==> config.mk <==
export PLATFORM = sky130hd
export DESIGN_NAME = word_order_reverser
export DESIGN_NICKNAME = d
export VERILOG_FILES = /design/src/rtl/wor_pkg.sv /design/src/rtl/wor_ram.sv /design/src/rtl/wor_queue.sv /design/src/rtl/wor_front.sv /design/src/rtl/wor_back.sv /design/src/rtl/word_order_reverser.sv
export SDC_FILE = /design/constraint.sdc
export NUM_CORES = 1
export LEC_CHECK = 0
export ABC_AREA = 1
export BUFFER_PORTS_ARGS = -buffer_cell sky130_fd_sc_hd__clkbuf_2
export CAP_MARGIN = 10
export CELL_PAD_IN_SITES_DETAIL_PLACEMENT = 1
export CELL_PAD_IN_SITES_GLOBAL_PLACEMENT = 1
export CORE_MARGIN = 8
export CORE_UTILIZATION = 35
export DETAILED_ROUTE_END_ITERATION = 8
export PLACE_DENSITY = 0.62
export SYNTH_ARGS = -nofsm -noshare
export SYNTH_HDL_FRONTEND = slang
export SYNTH_SLANG_ARGS = --single-unit
export TNS_END_PERCENT = 10
==> constraint.sdc <==
create_clock -name i_clk -period 3.8 [get_ports i_clk]
set_input_delay 0.76 -clock i_clk [delete_from_list [all_inputs] [get_ports i_clk]]
set_output_delay 0.76 -clock i_clk [all_outputs]
set_load 0.01 [all_outputs]
==> src/rtl/wor_pkg.sv <==
`timescale 1ns / 1ps
`default_nettype none

package wor_pkg;

    // default geometry of the string store
    localparam int BYTE_DEPTH = 32;
    localparam int MAX_WORDS  = 16;

    // depth of the command queue between front and back, a power of two
    localparam int QUEUE_DEPTH = 4;

    // register and byte codes
    localparam logic [7:0] SEPARATOR_RESET = 8'd32;
    localparam logic [7:0] SPACE_BYTE      = 8'd32;
    localparam logic [7:0] NEWLINE_BYTE    = 8'd10;

    // queue status seen by the back and by the top-level busy logic
    typedef struct packed {
        logic full;
        logic empty;
    } t_q_status;

endpackage

`default_nettype wire

==> src/rtl/wor_ram.sv <==
`timescale 1ns / 1ps
`default_nettype none

module wor_ram #(
    parameter int WIDTH = 8,
    parameter int DEPTH = 32
) (
    input  wire                                   i_clk,
    input  wire                                   i_we,
    input  wire [(DEPTH > 1 ? $clog2(DEPTH) : 1)-1:0] i_waddr,
    input  wire [WIDTH-1:0]                       i_wdata,
    input  wire [(DEPTH > 1 ? $clog2(DEPTH) : 1)-1:0] i_raddr,
    output logic [WIDTH-1:0]                      o_rdata
);

    logic [WIDTH-1:0] r_mem [DEPTH];

    // one write port, one registered read port
    always_ff @(posedge i_clk) begin
        if (i_we) begin
            r_mem[i_waddr] <= i_wdata;
        end
        o_rdata <= r_mem[i_raddr];
    end

endmodule

`default_nettype wire

==> src/rtl/wor_queue.sv <==
`timescale 1ns / 1ps
`default_nettype none

module wor_queue #(
    parameter int WIDTH = 8
) (
    input  wire                    i_clk,
    input  wire                    i_rst_n,
    input  wire                    i_push,
    input  wire [WIDTH-1:0]        i_data,
    input  wire                    i_pop,
    output logic [WIDTH-1:0]       o_data,
    output wor_pkg::t_q_status     o_status
);

    localparam int QD  = wor_pkg::QUEUE_DEPTH;
    localparam int QAW = (QD > 1) ? $clog2(QD) : 1;
    localparam int QCW = $clog2(QD + 1);

    logic [WIDTH-1:0] r_mem [QD];
    logic [QAW-1:0]   r_wptr;
    logic [QAW-1:0]   r_rptr;
    logic [QCW-1:0]   r_count;
    logic             do_push;
    logic             do_pop;

    assign o_status.full  = (r_count == QCW'(QD));
    assign o_status.empty = (r_count == '0);
    assign do_push = i_push && !o_status.full;
    assign do_pop  = i_pop && !o_status.empty;
    assign o_data  = r_mem[r_rptr];

    // item storage
    always_ff @(posedge i_clk) begin
        if (do_push) begin
            r_mem[r_wptr] <= i_data;
        end
    end

    // pointers and fill count
    always_ff @(posedge i_clk) begin
        if (!i_rst_n) begin
            r_wptr  <= '0;
            r_rptr  <= '0;
            r_count <= '0;
        end else begin
            if (do_push) begin
                r_wptr <= r_wptr + QAW'(1);
            end
            if (do_pop) begin
                r_rptr <= r_rptr + QAW'(1);
            end
            case ({do_push, do_pop})
                2'b10:   r_count <= r_count + QCW'(1);
                2'b01:   r_count <= r_count - QCW'(1);
                default: r_count <= r_count;
            endcase
        end
    end

endmodule

`default_nettype wire

==> src/rtl/wor_front.sv <==
`timescale 1ns / 1ps
`default_nettype none

module wor_front #(
    parameter int BYTE_DEPTH = wor_pkg::BYTE_DEPTH,
    parameter int MAX_WORDS  = wor_pkg::MAX_WORDS
) (
    input  wire        i_clk,
    input  wire        i_rst_n,
    input  wire        i_cfg_valid,
    input  wire [7:0]  i_cfg_data,
    input  wire        i_accept,
    input  wire [7:0]  i_ch,
    input  wire        i_is_end,
    output logic       o_push,
    output logic [2 + $clog2(MAX_WORDS + 1) + 8 + 2 * $clog2(BYTE_DEPTH)
                  + (MAX_WORDS > 1 ? $clog2(MAX_WORDS) : 1)
                  + $clog2(BYTE_DEPTH + 1) - 1:0] o_cmd
);

    localparam int AW  = $clog2(BYTE_DEPTH);
    localparam int CW  = $clog2(BYTE_DEPTH + 1);
    localparam int WIW = (MAX_WORDS > 1) ? $clog2(MAX_WORDS) : 1;
    localparam int WCW = $clog2(MAX_WORDS + 1);

    typedef struct packed {
        logic           is_end;
        logic           dropped;
        logic [WCW-1:0] wcount;
        logic [7:0]     data;
        logic [AW-1:0]  addr;
        logic [WIW-1:0] widx;
        logic [AW-1:0]  wstart;
        logic [CW-1:0]  wlen;
    } t_cmd;

    logic [7:0]     r_sep;
    logic [CW-1:0]  r_bcount;
    logic [WCW-1:0] r_wcount;
    logic           r_inside;
    logic           r_live;
    logic           r_dropped;
    logic [AW-1:0]  r_cur_start;
    logic [CW-1:0]  r_cur_len;

    logic [CW-1:0]  n_bcount;
    logic [WCW-1:0] n_wcount;
    logic           n_inside;
    logic           n_live;
    logic           n_dropped;
    logic [AW-1:0]  n_cur_start;
    logic [CW-1:0]  n_cur_len;

    t_cmd           cmd;
    logic           push;
    logic           room_bytes;
    logic           room_words;
    logic [WCW-1:0] wcount_m1;

    assign room_bytes = (r_bcount < CW'(BYTE_DEPTH));
    assign room_words = (r_wcount < WCW'(MAX_WORDS));
    assign wcount_m1  = r_wcount - WCW'(1);

    // separator register
    always_ff @(posedge i_clk) begin
        if (!i_rst_n) begin
            r_sep <= wor_pkg::SEPARATOR_RESET;
        end else if (i_cfg_valid) begin
            r_sep <= i_cfg_data;
        end
    end

    // classify the item and build the store or end command
    always_comb begin
        n_bcount    = r_bcount;
        n_wcount    = r_wcount;
        n_inside    = r_inside;
        n_live      = r_live;
        n_dropped   = r_dropped;
        n_cur_start = r_cur_start;
        n_cur_len   = r_cur_len;
        push        = 1'b0;
        cmd         = '0;
        cmd.data    = i_ch;
        cmd.addr    = r_bcount[AW-1:0];
        if (i_accept) begin
            if (i_is_end) begin
                push        = 1'b1;
                cmd.is_end  = 1'b1;
                cmd.dropped = r_dropped;
                cmd.wcount  = r_wcount;
                n_bcount    = '0;
                n_wcount    = '0;
                n_inside    = 1'b0;
                n_live      = 1'b0;
                n_dropped   = 1'b0;
            end else if (i_ch == r_sep) begin
                n_inside = 1'b0;
                n_live   = 1'b0;
            end else if (!r_inside) begin
                // first byte of a new word
                n_inside = 1'b1;
                if (room_words && room_bytes) begin
                    push        = 1'b1;
                    cmd.widx    = r_wcount[WIW-1:0];
                    cmd.wstart  = r_bcount[AW-1:0];
                    cmd.wlen    = CW'(1);
                    n_cur_start = r_bcount[AW-1:0];
                    n_cur_len   = CW'(1);
                    n_wcount    = r_wcount + WCW'(1);
                    n_bcount    = r_bcount + CW'(1);
                    n_live      = 1'b1;
                end else begin
                    n_live    = 1'b0;
                    n_dropped = 1'b1;
                end
            end else if (r_live) begin
                // further byte of a stored word
                if (room_bytes) begin
                    push       = 1'b1;
                    cmd.widx   = wcount_m1[WIW-1:0];
                    cmd.wstart = r_cur_start;
                    cmd.wlen   = r_cur_len + CW'(1);
                    n_cur_len  = r_cur_len + CW'(1);
                    n_bcount   = r_bcount + CW'(1);
                end else begin
                    n_dropped = 1'b1;
                end
            end
        end
    end

    // string state
    always_ff @(posedge i_clk) begin
        if (!i_rst_n) begin
            r_bcount  <= '0;
            r_wcount  <= '0;
            r_inside  <= 1'b0;
            r_live    <= 1'b0;
            r_dropped <= 1'b0;
        end else begin
            r_bcount  <= n_bcount;
            r_wcount  <= n_wcount;
            r_inside  <= n_inside;
            r_live    <= n_live;
            r_dropped <= n_dropped;
        end
    end

    // current word position, payload only
    always_ff @(posedge i_clk) begin
        r_cur_start <= n_cur_start;
        r_cur_len   <= n_cur_len;
    end

    assign o_push = push;
    assign o_cmd  = cmd;

endmodule

`default_nettype wire

==> src/rtl/wor_back.sv <==
`timescale 1ns / 1ps
`default_nettype none

module wor_back #(
    parameter int BYTE_DEPTH = wor_pkg::BYTE_DEPTH,
    parameter int MAX_WORDS  = wor_pkg::MAX_WORDS
) (
    input  wire                 i_clk,
    input  wire                 i_rst_n,
    input  wire wor_pkg::t_q_status i_q_status,
    input  wire [2 + $clog2(MAX_WORDS + 1) + 8 + 2 * $clog2(BYTE_DEPTH)
                 + (MAX_WORDS > 1 ? $clog2(MAX_WORDS) : 1)
                 + $clog2(BYTE_DEPTH + 1) - 1:0] i_cmd,
    output logic                o_pop,
    output logic                o_strobe,
    output logic [7:0]          o_out_byte,
    output logic                o_last,
    output logic                o_overflow
);

    localparam int AW  = $clog2(BYTE_DEPTH);
    localparam int CW  = $clog2(BYTE_DEPTH + 1);
    localparam int WIW = (MAX_WORDS > 1) ? $clog2(MAX_WORDS) : 1;
    localparam int WCW = $clog2(MAX_WORDS + 1);

    localparam logic [2:0] S_IDLE = 3'd0;
    localparam logic [2:0] S_WRD  = 3'd1;
    localparam logic [2:0] S_BYT  = 3'd2;
    localparam logic [2:0] S_SPC  = 3'd3;
    localparam logic [2:0] S_NL   = 3'd4;

    typedef struct packed {
        logic           is_end;
        logic           dropped;
        logic [WCW-1:0] wcount;
        logic [7:0]     data;
        logic [AW-1:0]  addr;
        logic [WIW-1:0] widx;
        logic [AW-1:0]  wstart;
        logic [CW-1:0]  wlen;
    } t_cmd;

    t_cmd           cmd;
    logic [2:0]     r_state;
    logic [2:0]     n_state;
    logic [WIW-1:0] r_widx;
    logic [WIW-1:0] n_widx;
    logic [AW-1:0]  r_ptr;
    logic [AW-1:0]  n_ptr;
    logic [CW-1:0]  r_cnt;
    logic [CW-1:0]  n_cnt;
    logic           r_ovf;
    logic           n_ovf;

    logic           r_strobe;
    logic [7:0]     r_byte;
    logic           r_last;
    logic           r_ovf_out;
    logic           n_strobe;
    logic [7:0]     n_byte;
    logic           n_last;
    logic           n_ovf_out;

    logic           pop;
    logic           store_we;
    logic [AW-1:0]  byte_raddr;
    logic [7:0]     byte_rdata;
    logic [WIW-1:0] word_raddr;
    logic [AW+CW-1:0] word_rdata;
    logic [AW-1:0]  rd_start;
    logic [CW-1:0]  rd_len;
    logic [WCW-1:0] wcount_m1;

    assign cmd       = i_cmd;
    assign pop       = (r_state == S_IDLE) && !i_q_status.empty;
    assign store_we  = pop && !cmd.is_end;
    assign rd_start  = word_rdata[AW+CW-1:CW];
    assign rd_len    = word_rdata[CW-1:0];
    assign wcount_m1 = cmd.wcount - WCW'(1);

    // word bytes
    wor_ram #(
        .WIDTH (8),
        .DEPTH (BYTE_DEPTH)
    ) u_byte_ram (
        .i_clk   (i_clk),
        .i_we    (store_we),
        .i_waddr (cmd.addr),
        .i_wdata (cmd.data),
        .i_raddr (byte_raddr),
        .o_rdata (byte_rdata)
    );

    // start and length of each word
    wor_ram #(
        .WIDTH (AW + CW),
        .DEPTH (MAX_WORDS)
    ) u_word_ram (
        .i_clk   (i_clk),
        .i_we    (store_we),
        .i_waddr (cmd.widx),
        .i_wdata ({cmd.wstart, cmd.wlen}),
        .i_raddr (word_raddr),
        .o_rdata (word_rdata)
    );

    // drain sequencer: words last to first, bytes in order, spaces between, closing newline
    always_comb begin
        n_state    = r_state;
        n_widx     = r_widx;
        n_ptr      = r_ptr;
        n_cnt      = r_cnt;
        n_ovf      = r_ovf;
        n_strobe   = 1'b0;
        n_byte     = r_byte;
        n_last     = 1'b0;
        n_ovf_out  = 1'b0;
        byte_raddr = r_ptr;
        word_raddr = r_widx;
        case (r_state)
            S_IDLE: begin
                if (pop && cmd.is_end) begin
                    n_ovf = cmd.dropped;
                    if (cmd.wcount == '0) begin
                        n_state = S_NL;
                    end else begin
                        word_raddr = wcount_m1[WIW-1:0];
                        n_widx     = wcount_m1[WIW-1:0];
                        n_state    = S_WRD;
                    end
                end
            end
            S_WRD: begin
                byte_raddr = rd_start;
                n_ptr      = rd_start;
                n_cnt      = rd_len;
                n_state    = S_BYT;
            end
            S_BYT: begin
                n_strobe = 1'b1;
                n_byte   = byte_rdata;
                if (r_cnt > CW'(1)) begin
                    byte_raddr = r_ptr + AW'(1);
                    n_ptr      = r_ptr + AW'(1);
                    n_cnt      = r_cnt - CW'(1);
                end else if (r_widx != '0) begin
                    word_raddr = r_widx - WIW'(1);
                    n_widx     = r_widx - WIW'(1);
                    n_state    = S_SPC;
                end else begin
                    n_state = S_NL;
                end
            end
            S_SPC: begin
                n_strobe   = 1'b1;
                n_byte     = wor_pkg::SPACE_BYTE;
                byte_raddr = rd_start;
                n_ptr      = rd_start;
                n_cnt      = rd_len;
                n_state    = S_BYT;
            end
            S_NL: begin
                n_strobe  = 1'b1;
                n_byte    = wor_pkg::NEWLINE_BYTE;
                n_last    = 1'b1;
                n_ovf_out = r_ovf;
                n_state   = S_IDLE;
            end
            default: begin
                n_state = S_IDLE;
            end
        endcase
    end

    // control and output strobe
    always_ff @(posedge i_clk) begin
        if (!i_rst_n) begin
            r_state   <= S_IDLE;
            r_strobe  <= 1'b0;
            r_last    <= 1'b0;
            r_ovf_out <= 1'b0;
        end else begin
            r_state   <= n_state;
            r_strobe  <= n_strobe;
            r_last    <= n_last;
            r_ovf_out <= n_ovf_out;
        end
    end

    // drain position and output byte
    always_ff @(posedge i_clk) begin
        r_widx <= n_widx;
        r_ptr  <= n_ptr;
        r_cnt  <= n_cnt;
        r_ovf  <= n_ovf;
        r_byte <= n_byte;
    end

    assign o_pop      = pop;
    assign o_strobe   = r_strobe;
    assign o_out_byte = r_byte;
    assign o_last     = r_last;
    assign o_overflow = r_ovf_out;

endmodule

`default_nettype wire

==> src/rtl/word_order_reverser.sv <==
// String bytes: one item per cycle; busy rises only while the 4-entry command queue is full.
// End item: the newline closes the drain; once the end item reaches the drain sequencer, the
// word store and then the byte store are read (an empty string goes straight to its newline),
// then one byte per cycle. The receiver cannot stall: each result is shown for exactly one cycle under o_strobe.
// Reset (synchronous, active low) empties the queue, clears the string state and sets the
// separator to space; the byte and word stores are not cleared and are only read once written.
`timescale 1ns / 1ps
`default_nettype none

module word_order_reverser #(
    parameter int BYTE_DEPTH = wor_pkg::BYTE_DEPTH,
    parameter int MAX_WORDS  = wor_pkg::MAX_WORDS
) (
    input  wire        i_clk,
    input  wire        i_rst_n,
    input  wire        i_cfg_valid,
    output logic       o_cfg_ready,
    input  wire [7:0]  i_cfg_data,
    input  wire        start,
    output logic       busy,
    input  wire [7:0]  i_ch,
    input  wire        i_is_end,
    output logic       o_strobe,
    output logic [7:0] o_out_byte,
    output logic       o_last,
    output logic       o_overflow
);

    localparam int AW    = $clog2(BYTE_DEPTH);
    localparam int CW    = $clog2(BYTE_DEPTH + 1);
    localparam int WIW   = (MAX_WORDS > 1) ? $clog2(MAX_WORDS) : 1;
    localparam int WCW   = $clog2(MAX_WORDS + 1);
    localparam int CMD_W = 2 + WCW + 8 + 2 * AW + WIW + CW;

    logic                q_push;
    logic                q_pop;
    logic [CMD_W-1:0]    front_cmd;
    logic [CMD_W-1:0]    back_cmd;
    wor_pkg::t_q_status  q_status;
    logic                accept;

    assign o_cfg_ready = 1'b1;
    assign busy        = q_status.full;
    assign accept      = start && !busy;

    // classify incoming bytes
    wor_front #(
        .BYTE_DEPTH (BYTE_DEPTH),
        .MAX_WORDS  (MAX_WORDS)
    ) u_front (
        .i_clk       (i_clk),
        .i_rst_n     (i_rst_n),
        .i_cfg_valid (i_cfg_valid),
        .i_cfg_data  (i_cfg_data),
        .i_accept    (accept),
        .i_ch        (i_ch),
        .i_is_end    (i_is_end),
        .o_push      (q_push),
        .o_cmd       (front_cmd)
    );

    // command queue
    wor_queue #(
        .WIDTH (CMD_W)
    ) u_queue (
        .i_clk    (i_clk),
        .i_rst_n  (i_rst_n),
        .i_push   (q_push),
        .i_data   (front_cmd),
        .i_pop    (q_pop),
        .o_data   (back_cmd),
        .o_status (q_status)
    );

    // store and drain
    wor_back #(
        .BYTE_DEPTH (BYTE_DEPTH),
        .MAX_WORDS  (MAX_WORDS)
    ) u_back (
        .i_clk      (i_clk),
        .i_rst_n    (i_rst_n),
        .i_q_status (q_status),
        .i_cmd      (back_cmd),
        .o_pop      (q_pop),
        .o_strobe   (o_strobe),
        .o_out_byte (o_out_byte),
        .o_last     (o_last),
        .o_overflow (o_overflow)
    );

    // overflow is only reported on the closing newline
    a_ovf_on_last: assert property (@(posedge i_clk) disable iff (!i_rst_n)
        o_overflow |-> o_last)
        else $error("overflow flag outside the closing newline");

    // closing result is a strobed newline
    a_last_newline: assert property (@(posedge i_clk) disable iff (!i_rst_n)
        o_last |-> (o_strobe && o_out_byte == wor_pkg::NEWLINE_BYTE))
        else $error("last result is not a strobed newline");

    // a string's closing newline is followed by a quiet gap before any further result
    a_gap_after_last: assert property (@(posedge i_clk) disable iff (!i_rst_n)
        (o_strobe && o_last) |=> !o_strobe)
        else $error("result right after the closing newline");

    // the queue is never pushed while full
    a_no_push_full: assert property (@(posedge i_clk) disable iff (!i_rst_n)
        q_status.full |-> !q_push)
        else $error("command pushed into a full queue");

endmodule

`default_nettype wire
Word level (Yosys, flattened, before mapping)
Memories as Yosys holds them, arrays and structs flattened. A register that Yosys moved wholly into a read port is not among the register bits.
Cells that the tools add are included.
Widths: inputs -> output; s select.
{"block": "totals", "romBits": 0, "ff_bits": 70, "latchBits": 0, "ram_bits": 572, "elab_cells": 158, "in_bits": 21, "out_inout_bits": 13, "n_memories": 3}
{"block": "classes", "n_reduce_logical": 32, "n_eq_ne": 20, "muxes": 65, "div": 0, "bitwise": 3, "n_mul": 0, "n_addsub": 12, "shifts": 0, "order_cmp": 3}
{"memory": "u_back.u_byte_ram.r_mem", "words": 32, "word_bits": 8, "read_ports": 1, "rd_clocked_by_memory_dff": 1, "wr": 1, "line_no": "wor_ram.sv:16", "source": "logic [WIDTH-1:0] r_mem [DEPTH];"}
{"memory": "u_back.u_word_ram.r_mem", "words": 16, "word_bits": 11, "read_ports": 1, "rd_clocked_by_memory_dff": 1, "wr": 1, "line_no": "wor_ram.sv:16"}
{"memory": "u_queue.r_mem", "words": 4, "word_bits": 35, "read_ports": 1, "rd_clocked_by_memory_dff": 1, "wr": 1, "line_no": "wor_queue.sv:20", "source": "logic [WIDTH-1:0] r_mem [QD];"}
{"cell": "$mux 15", "count": 7}
{"cell": "$mux 6", "count": 11}
{"cell": "$mux 5", "count": 5}
{"cell": "$mux 1", "count": 24}
{"cell": "$pmux 8 s3", "count": 1}
{"cell": "$mux 4", "count": 4}
{"cell": "$reduce_and 5->1", "count": 3}
{"cell": "$mux 7", "count": 2}
{"cell": "$add 6x1->6 const B", "count": 2}
{"cell": "$mux 3", "count": 4}
{"cell": "$ne 2x2->1 const B", "count": 6}
{"cell": "$ne 3x3->1 const B", "count": 4}
{"cell": "$pmux 6 s2", "count": 1}
{"cell": "$sub 4x1->4 const B", "count": 3}
{"cell": "$add 5x1->5 const B", "count": 2}
{"cell": "$pmux 5 s2", "count": 1}
{"cell": "$reduce_and 2->1", "count": 5}
{"cell": "$pmux 3 s3", "count": 1}
{"cell": "$eq 8x8->1", "count": 1}
{"cell": "$pmux 4 s2", "count": 1}
{"cell": "$reduce_bool 2->1", "count": 4}
{"cell": "$logic_and 1x1->1", "count": 7}
{"cell": "$eq 3x2->1 const B", "count": 2}
{"cell": "$eq 3x3->1 const B", "count": 2}
{"cell": "24 further kinds", "count": 32}

Logic depth before layout (Yosys ltp)
{"block": "depth", "word_depth": 10, "depth_mapped": 24, "depth_no_buf": 20}

Cells and area by module
From an unflattened synthesis, not the netlist that was laid out.
{"block": "hier_totals", "hier_cells": 2566, "hier_area_um2": 28026.9}
{"mod": "wor_ram (u_back.u_byte_ram)", "seq_area_each_um2": 7847.5, "instances": 1, "area_each_um2": 10786.6, "cells_each": 922}
{"mod": "wor_ram (u_back.u_word_ram)", "seq_area_each_um2": 5505.3, "instances": 1, "area_each_um2": 7848.8, "cells_each": 747}
{"mod": "wor_queue", "seq_area_each_um2": 4384.2, "instances": 1, "area_each_um2": 5670.4, "cells_each": 408}
{"mod": "wor_front", "seq_area_each_um2": 770.7, "instances": 1, "area_each_um2": 1996.9, "cells_each": 276}
{"mod": "wor_back", "seq_area_each_um2": 750.7, "instances": 1, "area_each_um2": 1702.9, "cells_each": 209}
{"mod": "word_order_reverser", "seq_area_each_um2": 0.0, "instances": 1, "area_each_um2": 21.3, "cells_each": 4}

Worst setup path before layout
OpenSTA, ideal clock, no wires.
{"block": "synth_path", "path_kind": "input to register", "from": "input port start", "to": "memory u_queue.r_mem[0][0] (netlist bit), enable pin", "t_required_ps": 3373, "arrival_ps": 3104, "slack_ps": 268, "setup_time_ps": 427, "n_path_buf": 1, "path_stages": 5, "cell_sequence": "o21ai_0 nor2_1 o22ai_1 clkbuf_1 nor2_1"}
{"block": "synth_via", "elab_chain_len": 5}
{"item": "from (decl)", "line_no": "word_order_reverser.sv:19", "source": "input wire start,"}
{"item": "$logic_and 1x1->1", "line_no": "word_order_reverser.sv:44", "source": "assign accept = start && !busy;"}
{"item": "$mux 1", "line_no": "wor_front.sv:86", "source": "if (i_accept) begin"}
{"item": "$logic_and 1x1->1", "line_no": "wor_queue.sv:29", "source": "assign do_push = i_push && !o_status.full;"}
{"item": "$mux 1", "line_no": "wor_queue.sv:35", "source": "if (do_push) begin"}
{"item": "$mux 1 (implied by the code)", "line_no": "wor_queue.sv:36", "source": "r_mem[r_wptr] <= i_data;"}
{"item": "to (decl)", "line_no": "wor_queue.sv:20"}
No other way between the ends.

Worst setup path after layout
{"block": "layout_path", "from": "register u_back.r_state[2]", "to": "register u_back.u_byte_ram.o_rdata[5], read port of u_back.u_byte_ram.r_mem"}
{"block": "layout_via", "elab_chain_len": 3, "word_cells_on_any_way": 5, "classes_between": "3 x eq/ne; 1 x mux; 1 x reduce/logical"}
{"item": "from (decl)", "line_no": "wor_back.sv:44", "source": "logic [2:0] r_state;"}
{"item": "from (signal assigned)", "line_no": "wor_back.sv:183", "source": "r_state <= n_state;"}
{"item": "$eq 3x1->1 / $eq 3x2->1 (equally long branches)", "line_no": "wor_back.sv:120", "source": "case (r_state)"}
{"item": "$reduce_or 2->1 (no source line)"}
{"item": "$pmux 5 s2 *", "line_no": "wor_back.sv:120"}
{"item": "to (decl)", "line_no": "wor_ram.sv:13", "source": "output logic [WIDTH-1:0] o_rdata"}
Every way passes the cells marked *; elsewhere a longest branch is shown, timed or not.
A chain may end at the register's enable or synchronous reset.

==> summary.txt <==
Placement
  – I/O Buffers: 32
  – Placed insts: 3,629
  – DP Wirelength: 46,700 um
  – GPL Wtd Cong: 0.791

GRT
  – Initial antenna violation count: 2
  – Pin count of the biggest net entering global routing: 117
  – Vias in the first global route: 20,100
  – GR Overflow Total: 0
  – First-pass GRT wire length: 117,000 um
  – Total GRT Usage: 16.4%

Timing
  – Final cycle utilization of the critical path: 90.5%
  – Max Clock Skew: 0.0192 ns
  – Worst Tran Pin Value: 1.12 ns
  – Fmax: 291 MHz
  – Crit path time final: 3.44 ns
  – Final Hold Fails: 0
  – Endpoints failing setup: 0
  – RSZ-0062 raised after global routing: no
  – Relative slew margins: 25.5%
  – Total negative slack: 0 ns
  – Final slew viol count: 0

Floorplan
  – Die Y-Extent: 299 um
  – Die X: 299 um
  – Initial core utilization: 35.4%
  – Die area: 89,400 um^2
  – CORE AREA: 79,100 um^2
  – Top-level port count: 34
  – FP Rows: 103

Pwr
  – Internal: 17.8 mW
  – Leak pwr: 12.6 nW
  – Power per cell area: 937 nW/um^2
  – Worst vdd ir: 0.731 mV
  – Part of the power in combinational logic: 42.5%
  – Reg power frac: 33.8%
  – Sw frac: 41.4%
  – Power share of the clock group: 23.8%
  – Total Power: 30.4 mW
  – Net switching power: 12.6 mW

Synthesis
  – Seq/Total Area, Yosys: 68.7%
  – Asr flop ratio synth: 0%
  – Post-Syn Area: 28,000 um^2
  – Synth Register Bits: 663
  – Syn. warnings: 0
  – Distinct cells, synth: 46
  – EDFF count, synth: 598
  – Compound-gate portion of the synthesized area: 4.74%
  – Largest family of logic cells by synthesized area: simple AND/OR/NAND/NOR gates
  – XOR/XNOR share of the synthesized area: 0.625%
  – Syn Area/Cell: 10.9 um^2
  – Syn nets: 2,605
  – Syn Inst Count: 2,568
  – Synth Flop Type: edfxtp_1
  – Synth Area in Simple Gates: 18.7%
  – Mux contribution to synthesized area: 0%
  – Adder-cell share of the synthesized area: 0.741%

Finish
  – # nets final: 2,692
  – Synthesis-to-finish area growth: 15.5%
  – # diodes: 0
  – Fillers: 8,736
  – Register area: 19,300 um^2
  – Footprint of the multi-input gates: 7080 um^2
  – Share of post-route cells with drive strength above 1: 10.4%
  – Finished Layout Cells: 3,765

CTS
  – Num CTS Buffers: 73
  – CTS root buffer: clkbuf_16
  – Post-CTS Hold Buffers: 0
  – TritonCTS clock tree: built
  – CTS resizes: 0
  – CTS max path bufs: 3
  – # clock sinks: 663
  – Setup bufs post-CTS: 0
  – CTS H-tree depth: 3
  – Clock Latency Late Sink: 0.61 ns
  – Reg clk slew, reported paths: 0.06 ns

Detailed routing
  – Wirelength per Cell: 19.8 um
  – Final wirelength: 74,500 um
  – Iter 0 DRT Violations: 1,068
  – Vias post-DR: 18,800
  – DR pass1 iterations: 4
  – Via-to-Cell Ratio: 4.99
  – Routed Antenna Nets: 0
  – Remaining DRCs: 0

Worst setup path
  – Critical Path Sink Type: flop
  – Max FO, Critical Path: 116
  – CP arrival: 3.97 ns
  – Critical path required time: 4.33 ns
  – Worst setup path category: flop to flop
  – Startpoint types: flop

Run status
  – Outcome: finished clean

Worst hold path
  – Worst hold path class: input port to flop

Flow run
  – Max-cap viol count: 0
synth_stat cells (4+ instances only):
library cell	count	share of area, %
nand3_1	346	6.2
o211ai_1	43	1.2
xor2_1	6	0.19
edfxtp_1	598	64
buf_2	55	0.98
nand2_1	576	7.7
a21oi_1	33	0.59
nor2_1	193	2.6
inv_1	324	4.3
o21ai_2	4	0.12
o22ai_1	26	0.58
buf_4	11	0.29
dfxtp_1	65	4.6
o21ai_0	87	1.6
buf_1	6	0.080
a211oi_1	4	0.11
inv_2	5	0.067
a32oi_1	8	0.25
ha_1	15	0.67
nand3b_1	58	1.6
nor3_1	9	0.16
xnor2_1	14	0.44
clkbuf_1	43	0.58
logic make-up after synthesis:
kind of cell / after synthesis
AND/OR/NAND/NOR: 1200
flip-flops: 663
AO/OA/AOI/OAI: 218
XOR/XNOR: 20
other: 1
buffers and inverters: 450
adder cells (fa/ha/maj): 16
area by class of cell:
| cell class | count | share of cell area (%) |
|---|---|---|
| Tap cell | 1050 | 4.06 |
| Multi-Input combinational cell | 1455 | 21.9 |
| Clock buffer | 87 | 6.19 |
| Clock inverter | 48 | 1.36 |
| Inverter | 332 | 3.85 |
| Sequential cell | 663 | 59.5 |
| Timing Repair Buffer | 130 | 3.19 |
cell usage in the layout, fill, tap and decap left out, types with 17 or more instances in the layout:
| cell type | count |
|---|---|
| a21oi_1 | 33 |
| buf_4 | 87 |
| clkbuf_16 | 78 |
| clkbuf_2 | 32 |
| clkinv_1 | 18 |
| clkinv_2 | 18 |
| dfxtp_1 | 64 |
| edfxtp_1 | 598 |
| inv_1 | 324 |
| nand2_1 | 574 |
| nand3_1 | 346 |
| nand3b_1 | 58 |
| nor2_1 | 189 |
| o211ai_1 | 43 |
| o21ai_0 | 87 |
| o22ai_1 | 17 |
path summary, 6_finish.rpt:
check	startpoint	endpoint	slack [ns]	cells after the start
worst max-delay path	u_back.r_state[2]	u_back.u_byte_ram.o_rdata[5]	0.36	15
worst min-delay path	i_cfg_data[5]	u_front.r_sep[5]	0.37	3
worst max register to register	u_back.r_state[2]	u_back.u_byte_ram.o_rdata[5]	0.36	15
worst min register to register	u_queue.r_count[0]	u_queue.r_count[0]	0.46	1
state kept, by name, summed over array words and instances (netlist names), 3 cells and up, named ones only:
signal                     flops
u_back.o_out_byte              8
u_back.r_cnt                   6
u_back.r_ptr                   5
u_back.r_state                 3
u_back.r_widx                  4
u_back.u_byte_ram.o_rdata      8
u_back.u_byte_ram.r_mem      256
u_back.u_word_ram.o_rdata     11
u_back.u_word_ram.r_mem      176
u_front.r_bcount               6
u_front.r_cur_len              6
u_front.r_cur_start            5
u_front.r_sep                  8
u_front.r_wcount               5
u_queue.r_count                3
u_queue.r_mem                140
power groups by stage:
stage	Sequential, mW	Combinational [mW]	Clock, mW
after floorplan	10.3	8.19	0
after global placement	10.4	12.6	0
after detailed placement	10.4	13.0	0
after CTS	10.3	13.0	7.38
after global routing	10.3	14.3	7.64
final	10.2	12.9	7.21
per-layer routing:
metal	part of all wire (%)	global-route usage, %
met1	47	22.4
met2	47	26.8
met3	3.9	2.38
met4	2.3	5.57
met5	0	0
per-stage QoR:
stage               worst slack, ns  utilization (%)  hold slack (ns)  instance area [um^2]
global route                  0.132             40.9            0.361                 32400
CTS                           0.408             40.9            0.335                 32400
floorplan                     0.268                -            0.422                 28000
detailed placement            0.406             37.8            0.455                 29900
global placement              0.481             37.8            0.438                 29900
finish                        0.361             40.9            0.365                 32400
worst max-delay path, cell delays in order (launching register included):
cell and delay [ns]:
dfxtp_1 0.37, nor2_4 0.25, inv_2 0.11, nor2_2 0.44, nand2_1 0.26, nand2_1 0.32, or2_1 0.20, nand2_4 0.09
buf_12 0.22, nand2_1 0.16, o211ai_1 0.10, nand3_1 0.19, nand3_1 0.23, nand2_1 0.16, nand2_1 0.06, nand2_1 0.11
Power figures use the tool's default switching activity.
